`src/rtl/bc1_pkg.sv`:
```
// Shared types, constants and helper functions for the BC1 block decoder.
// Depends on nothing; every other file of the decoder imports it.
`default_nettype none

package bc1_pkg;

   localparam int unsigned PixelsPerBlock = 16;
   localparam int unsigned PixelNumWidth = $clog2(PixelsPerBlock);
   localparam int unsigned NumChannels = 3;
   localparam int unsigned PaletteSize = 4;

   // Truncating divide by three of a value below 1024: (x * 683) >> 11.
   localparam logic [9:0] Div3Mul = 10'd683;
   localparam int unsigned Div3Shift = 11;

   localparam logic [PixelNumWidth-1:0] LastPixel = PixelNumWidth'(PixelsPerBlock - 1);

   // Channel 0 is red, channel 1 is green, channel 2 is blue.
   typedef logic [NumChannels-1:0][7:0] rgb_type;

   typedef struct packed {
      rgb_type [PaletteSize-1:0] entry;
      logic [31:0] index_bits;
   } pal_type;

   function automatic logic [7:0] widen5(input logic [4:0] v);
      return {v, v[4:2]};
   endfunction

   function automatic logic [7:0] widen6(input logic [5:0] v);
      return {v, v[5:4]};
   endfunction

   function automatic rgb_type expand565(input logic [15:0] w);
      rgb_type c;
      c[0] = widen5(w[15:11]);
      c[1] = widen6(w[10:5]);
      c[2] = widen5(w[4:0]);
      return c;
   endfunction

endpackage

`default_nettype wire

```
`src/rtl/bc1_if.sv`:
```
// Valid/ready channel interfaces for the block input and the pixel output.
// Depends on bc1_pkg for the pixel number width.
`default_nettype none

interface bc1_req_if;
   logic valid;
   logic ready;
   logic [15:0] color0;
   logic [15:0] color1;
   logic [31:0] index_bits;

   modport source (output valid, color0, color1, index_bits, input ready);
   modport sink (input valid, color0, color1, index_bits, output ready);
endinterface


`default_nettype wire

```
`src/rtl/bc1_palette.sv`:
```
// Three-stage palette pipeline: endpoint expansion and sums, divide-by-three
// products, and palette selection. Depends on bc1_pkg and bc1_req_if.
`default_nettype none

module bc1_palette
   import bc1_pkg::*;
(
   input wire logic clock,
   input wire logic reset,
   bc1_req_if.sink req,
   output logic out_valid,
   input wire logic out_ready,
   output pal_type out_pal
);

   logic s1_valid_ff, s1_valid_in, s1_ready;
   rgb_type e0_s1_ff, e1_s1_ff, avg_s1_ff;
   logic [NumChannels-1:0][9:0] sum2_s1_ff, sum3_s1_ff;
   logic mode_s1_ff;
   logic [31:0] idx_s1_ff;

   logic s2_valid_ff, s2_valid_in, s2_ready;
   rgb_type e0_s2_ff, e1_s2_ff, avg_s2_ff;
   logic [NumChannels-1:0][19:0] prod2_s2_ff, prod3_s2_ff;
   logic mode_s2_ff;
   logic [31:0] idx_s2_ff;

   logic s3_valid_ff, s3_valid_in, s3_ready;
   pal_type pal_ff, pal_in;

   rgb_type e0_in, e1_in, avg_in;
   logic [NumChannels-1:0][9:0] sum2_in, sum3_in;
   logic [NumChannels-1:0][8:0] sum1_w;
   logic [NumChannels-1:0][19:0] prod2_in, prod3_in;

   assign s3_ready = !s3_valid_ff || out_ready;
   assign s2_ready = !s2_valid_ff || s3_ready;
   assign s1_ready = !s1_valid_ff || s2_ready;
   assign req.ready = s1_ready;

   always_comb begin
      e0_in = expand565(req.color0);
      e1_in = expand565(req.color1);
      for (int c = 0; c < NumChannels; c++) begin
         sum2_in[c] = {1'b0, e0_in[c], 1'b0} + {2'b00, e1_in[c]};
         sum3_in[c] = {2'b00, e0_in[c]} + {1'b0, e1_in[c], 1'b0};
         sum1_w[c] = {1'b0, e0_in[c]} + {1'b0, e1_in[c]};
         avg_in[c] = sum1_w[c][8:1];
      end
   end

   always_comb begin
      for (int c = 0; c < NumChannels; c++) begin
         prod2_in[c] = {10'd0, sum2_s1_ff[c]} * {10'd0, Div3Mul};
         prod3_in[c] = {10'd0, sum3_s1_ff[c]} * {10'd0, Div3Mul};
      end
   end

   always_comb begin
      pal_in.entry[0] = e0_s2_ff;
      pal_in.entry[1] = e1_s2_ff;
      pal_in.index_bits = idx_s2_ff;
      for (int c = 0; c < NumChannels; c++) begin
         if (mode_s2_ff) begin
            pal_in.entry[2][c] = prod2_s2_ff[c][Div3Shift +: 8];
            pal_in.entry[3][c] = prod3_s2_ff[c][Div3Shift +: 8];
         end else begin
            pal_in.entry[2][c] = avg_s2_ff[c];
            pal_in.entry[3][c] = 8'd0;
         end
      end
   end

   assign s1_valid_in = s1_ready ? req.valid : s1_valid_ff;
   assign s2_valid_in = s2_ready ? s1_valid_ff : s2_valid_ff;
   assign s3_valid_in = s3_ready ? s2_valid_ff : s3_valid_ff;

   always_ff @(posedge clock) begin
      if (reset) begin
         s1_valid_ff <= 1'b0;
         s2_valid_ff <= 1'b0;
         s3_valid_ff <= 1'b0;
      end else begin
         s1_valid_ff <= s1_valid_in;
         s2_valid_ff <= s2_valid_in;
         s3_valid_ff <= s3_valid_in;
      end
   end

   always_ff @(posedge clock) begin
      if (s1_ready) begin
         e0_s1_ff <= e0_in;
         e1_s1_ff <= e1_in;
         avg_s1_ff <= avg_in;
         sum2_s1_ff <= sum2_in;
         sum3_s1_ff <= sum3_in;
         mode_s1_ff <= req.color0 > req.color1;
         idx_s1_ff <= req.index_bits;
      end
      if (s2_ready) begin
         e0_s2_ff <= e0_s1_ff;
         e1_s2_ff <= e1_s1_ff;
         avg_s2_ff <= avg_s1_ff;
         prod2_s2_ff <= prod2_in;
         prod3_s2_ff <= prod3_in;
         mode_s2_ff <= mode_s1_ff;
         idx_s2_ff <= idx_s1_ff;
      end
      if (s3_ready) begin
         pal_ff <= pal_in;
      end
   end

   assign out_valid = s3_valid_ff;
   assign out_pal = pal_ff;

   a_s1_moves: assert property (@(posedge clock) disable iff (reset)
      s1_valid_ff && s2_ready |=> s2_valid_ff)
      else $error("Stage one transaction was dropped on its way to stage two.");

   a_s2_holds: assert property (@(posedge clock) disable iff (reset)
      s2_valid_ff && !s3_ready |=> s2_valid_ff && $stable(idx_s2_ff))
      else $error("Stalled stage two transaction changed before it moved on.");

   a_s3_holds: assert property (@(posedge clock) disable iff (reset)
      s3_valid_ff && !out_ready |=> s3_valid_ff && $stable(pal_ff))
      else $error("Stalled palette changed before it was taken.");

endmodule

`default_nettype wire
```
`src/flat_wrapper.sv`:
```
// flat-port wrapper written by rule: the top's interface ports become plain ports
module bc1_palette_flat import bc1_pkg::*;
  (clock, reset, out_valid, out_ready, out_pal, req_valid, req_color0, req_color1, req_index_bits, req_ready);
  bc1_req_if req_i ();
  input wire logic clock;
  input wire logic reset;
  output logic out_valid;
  input wire logic out_ready;
  output pal_type out_pal;
  input wire logic [$bits(req_i.valid)-1:0] req_valid;
  input wire logic [$bits(req_i.color0)-1:0] req_color0;
  input wire logic [$bits(req_i.color1)-1:0] req_color1;
  input wire logic [$bits(req_i.index_bits)-1:0] req_index_bits;
  output wire logic [$bits(req_i.ready)-1:0] req_ready;
  assign req_i.valid = req_valid;
  assign req_i.color0 = req_color0;
  assign req_i.color1 = req_color1;
  assign req_i.index_bits = req_index_bits;
  assign req_ready = req_i.ready;
  bc1_palette u_core (.clock(clock), .reset(reset), .req(req_i), .out_valid(out_valid), .out_ready(out_ready), .out_pal(out_pal));
endmodule
```
`config.mk`:
```
export PLATFORM = sky130hd
export DESIGN_NAME = bc1_palette_flat
export DESIGN_NICKNAME = d
export VERILOG_FILES = /design/src/rtl/bc1_pkg.sv /design/src/rtl/bc1_if.sv /design/src/rtl/bc1_palette.sv /design/src/flat_wrapper.sv
export SDC_FILE = /design/constraint.sdc
export NUM_CORES = 1
export LEC_CHECK = 0
export ABC_AREA = 1
export ABC_CLOCK_PERIOD_IN_PS = 15600
export BUFFER_PORTS_ARGS = -buffer_cell sky130_fd_sc_hd__buf_2
export CAP_MARGIN = 25
export CELL_PAD_IN_SITES_DETAIL_PLACEMENT = 1
export CELL_PAD_IN_SITES_GLOBAL_PLACEMENT = 1
export CORE_MARGIN = 2
export CORE_UTILIZATION = 35
export DETAILED_ROUTE_END_ITERATION = 10
export PLACE_DENSITY = 0.73
export SLEW_MARGIN = 10
export SYNTH_ARGS = -nofsm -noshare
export SYNTH_HDL_FRONTEND = slang
export SYNTH_SLANG_ARGS = --single-unit
```
`constraint.sdc`:
```
create_clock -name clock -period 15.6 [get_ports clock]
set_clock_uncertainty 0.15 [all_clocks]
set_input_delay 3.12 -clock clock [delete_from_list [all_inputs] [get_ports clock]]
set_output_delay 3.12 -clock clock [all_outputs]
set_load 0.1 [all_outputs]
```
==> results.sh <==
export IMPL_final_nets=3299
export IMPL_layout_common_cells="inv_1 (467), nand2_1 (447), ha_1 (412), edfxtp_1 (392), buf_2 (197)"
export IMPL_synth_top_area_share=0.440
export IMPL_grt_remaining_overflow=0
export IMPL_rows=101
export IMPL_synth_edff_count=392
export IMPL_synth_area_leaders="edfxtp_1 (44%), ha_1 (19%), fa_1 (10%)"
export IMPL_cts_buffer_depth=3
export IMPL_cts_max_level=2
export IMPL_drtIter0Drc=612
export IMPL_fmax_mhz=116
export IMPL_synth_xor_area_frac=0.0233
export IMPL_final_common_cell="inv_1"
export IMPL_muxShareOfSynthArea=0.0101
export IMPL_cts_buffers=45
export IMPL_dr_pass1_iters=5
export IMPL_synthCells=2456
export IMPL_areaGrowthSynthToFinish_pct=13.5
export IMPL_post_drt_wl_per_cell_um=17.1
export IMPL_rsz0062_at_grt="false"
export IMPL_cts_tree="built"
export IMPL_cp_slowest_cell="nand2_4"
export IMPL_drc=0
export IMPL_yosysTopAreaCell="edfxtp_1"
export IMPL_setup_viol=0
export IMPL_path_class="primary input to primary output"
export IMPL_crit_fanout=57
export IMPL_drv_slew=0
export IMPL_grt_max_degree=91
export IMPL_yosysWarningCount=0
export IMPL_initial_core_util=0.352
export IMPL_first_global_vias=19700
export IMPL_worst_path_largest_cell_delay_ns=0.63
export IMPL_core_area_um2=75800
export IMPL_path_cells="buf_2 > inv_1 > nand2_4 > nor2_1 > nand2_4 > buf_2"
export IMPL_cts_hold_fix_buffers=0
export IMPL_synth_compound_area_frac=0.0473
export IMPL_drive_gt1_frac=0.113
export IMPL_cp_start_kind="primary input"
export IMPL_routed_via_count=17700
export IMPL_cts_resized=0
export IMPL_synth_distinct_cells=38
export IMPL_cp_top_family="simple AND/OR/NAND/NOR gates"
export IMPL_avgSynthCellArea_um2=10.9
export IMPL_drtAntennaViolNets=0
export IMPL_portBuffers=197
export IMPL_die_y_um=280
export IMPL_synthAdderAreaFrac=0.294
export IMPL_crit_required_ns=12.33
export IMPL_cts_root_buf="clkbuf_16"
export IMPL_synth_top_family_by_area="adder cells"
export IMPL_grt_pass1_wl_mm=102
export IMPL_finalWorstPathRequiredPeriod_ns=8.66
export IMPL_synth_simple_gate_area_frac=0.111
export IMPL_status="finished clean"
export IMPL_via_per_inst=4.79
export IMPL_ys_seq_area_frac=0.443
export IMPL_hpwl_mm=51.4
export IMPL_synth_async_sr_flop_share=0
export IMPL_slew_headroom=0.403
export IMPL_antenna_found_initial=6
export IMPL_hold_path_class="flop to flop"
export IMPL_grtUsageTotal=0.164
export IMPL_die_w_um=280
export IMPL_tightest_slew_ns=0.896
export IMPL_synth_nets=3071
export IMPL_fillers=8362
export IMPL_die_area_um2=78600
export IMPL_finalCritPeriodShare=0.555
export IMPL_clock_sinks=395
export IMPL_post_cts_buffers=0
export IMPL_ys_flop_type="edfxtp_1"
export IMPL_drt_total_wl_mm=63.4
export IMPL_path_buf_inv=3
export IMPL_gp_congestion=0.872
export IMPL_final_hold_viol_count=0
export IMPL_critPathArrivalTime_ns=5.39
export IMPL_insertion_delay_ns=0.60
export IMPL_worstSetupEndpointType="primary output"
export IMPL_tns_ns=0
export IMPL_drv_cap=0
export IMPL_clk_pin_slew_ns=0.06
export IMPL_ys_ff_latch=395
export IMPL_syn_cell_area_um2=26700
export IMPL_ios=198
## registers in the layout (all words and copies together) (netlist names), 13 cells and up
signal,count
u_core.sum3_s1_ff,30
u_core.out_pal,112
u_core.sum2_s1_ff,30
u_core.e0_s2_ff,13
u_core.e1_s1_ff,13
u_core.e0_s1_ff,13
u_core.prod3_s2_ff,27
u_core.idx_s1_ff,32
u_core.prod2_s2_ff,27
u_core.idx_s2_ff,32
u_core.e1_s2_ff,13
u_core.avg_s2_ff,24
u_core.avg_s1_ff,24
## per-layer routing
| metal | global-route usage | wire length, um | vias up |
|---|---|---|---|
| met5 | 0 | 0 | - |
| met4 | 0.0414 | 1330 | 0 |
| met3 | 0.0256 | 2130 | 69 |
| met2 | 0.302 | 32700 | 248 |
| met1 | 0.198 | 27300 | 8726 |
| li1 | - | - | 8669 |
## per-stage QoR
stage               hold slack, ns  cell area [um^2]  instances  utilization  setup WS (ns)
floorplan                    0.250             26700       2456            -           2.87
global placement             0.251             28900       3615        0.381           6.91
CTS                          0.247             30300       3697        0.400           6.83
finish                       0.259             30300       3700        0.400           6.94
detailed placement           0.256             28900       3615        0.381           6.83
global route                 0.266             30300       3700        0.400           6.70
## cell usage after synthesis (12+ instances only)
cell type	count
o21a_1	12
fa_1	135
inv_1	468
nand3b_1	13
o21ai_0	29
xor2_1	49
a21oi_1	121
a21o_1	23
nand2_1	449
nor2_1	94
nand4_1	26
xnor2_1	22
buf_4	16
edfxtp_1	392
ha_1	412
o21bai_1	12
nand3_1	103
mux2_2	24
## cells by family after synthesis
| logic type | Yosys count |
|---|---|
| simple gates | 711 |
| fa+ha+maj | 547 |
| buf+inv | 491 |
| flops | 395 |
| compound gates | 217 |
| xor+xnor | 71 |
| mux | 24 |
## layout make-up
class,count,area (um^2),share of cell area
clock buffers,52,1150,0.0380
multi-input cells,1570,13000,0.429
inverters,470,1770,0.0583
clock inverters,30,320,0.0106
well taps,978,1220,0.0403
flip-flops and latches,395,11800,0.390
repair buffers,202,1020,0.0337
diodes,3,7.51,0.000248
## path summary, 6_finish.rpt
check	startpoint	to	slack (ns)	cells past startpoint
hold / removal	u_core.e1_s1_ff[2]$_DFFE_PP_	u_core.e1_s2_ff[2]$_DFFE_PP_	0.26	0
hold reg to reg	u_core.e1_s1_ff[2]$_DFFE_PP_	u_core.e1_s2_ff[2]$_DFFE_PP_	0.26	0
setup reg to reg	u_core.sum3_s1_ff[21]$_DFFE_PP_	u_core.prod3_s2_ff[57]$_DFFE_PP_	11.06	14
setup / recovery	out_ready	req_ready	6.94	6
Power is left out: the tool's default activity adds up to more than one toggle a clock period on the data nets, which glitch-free logic cannot reach.
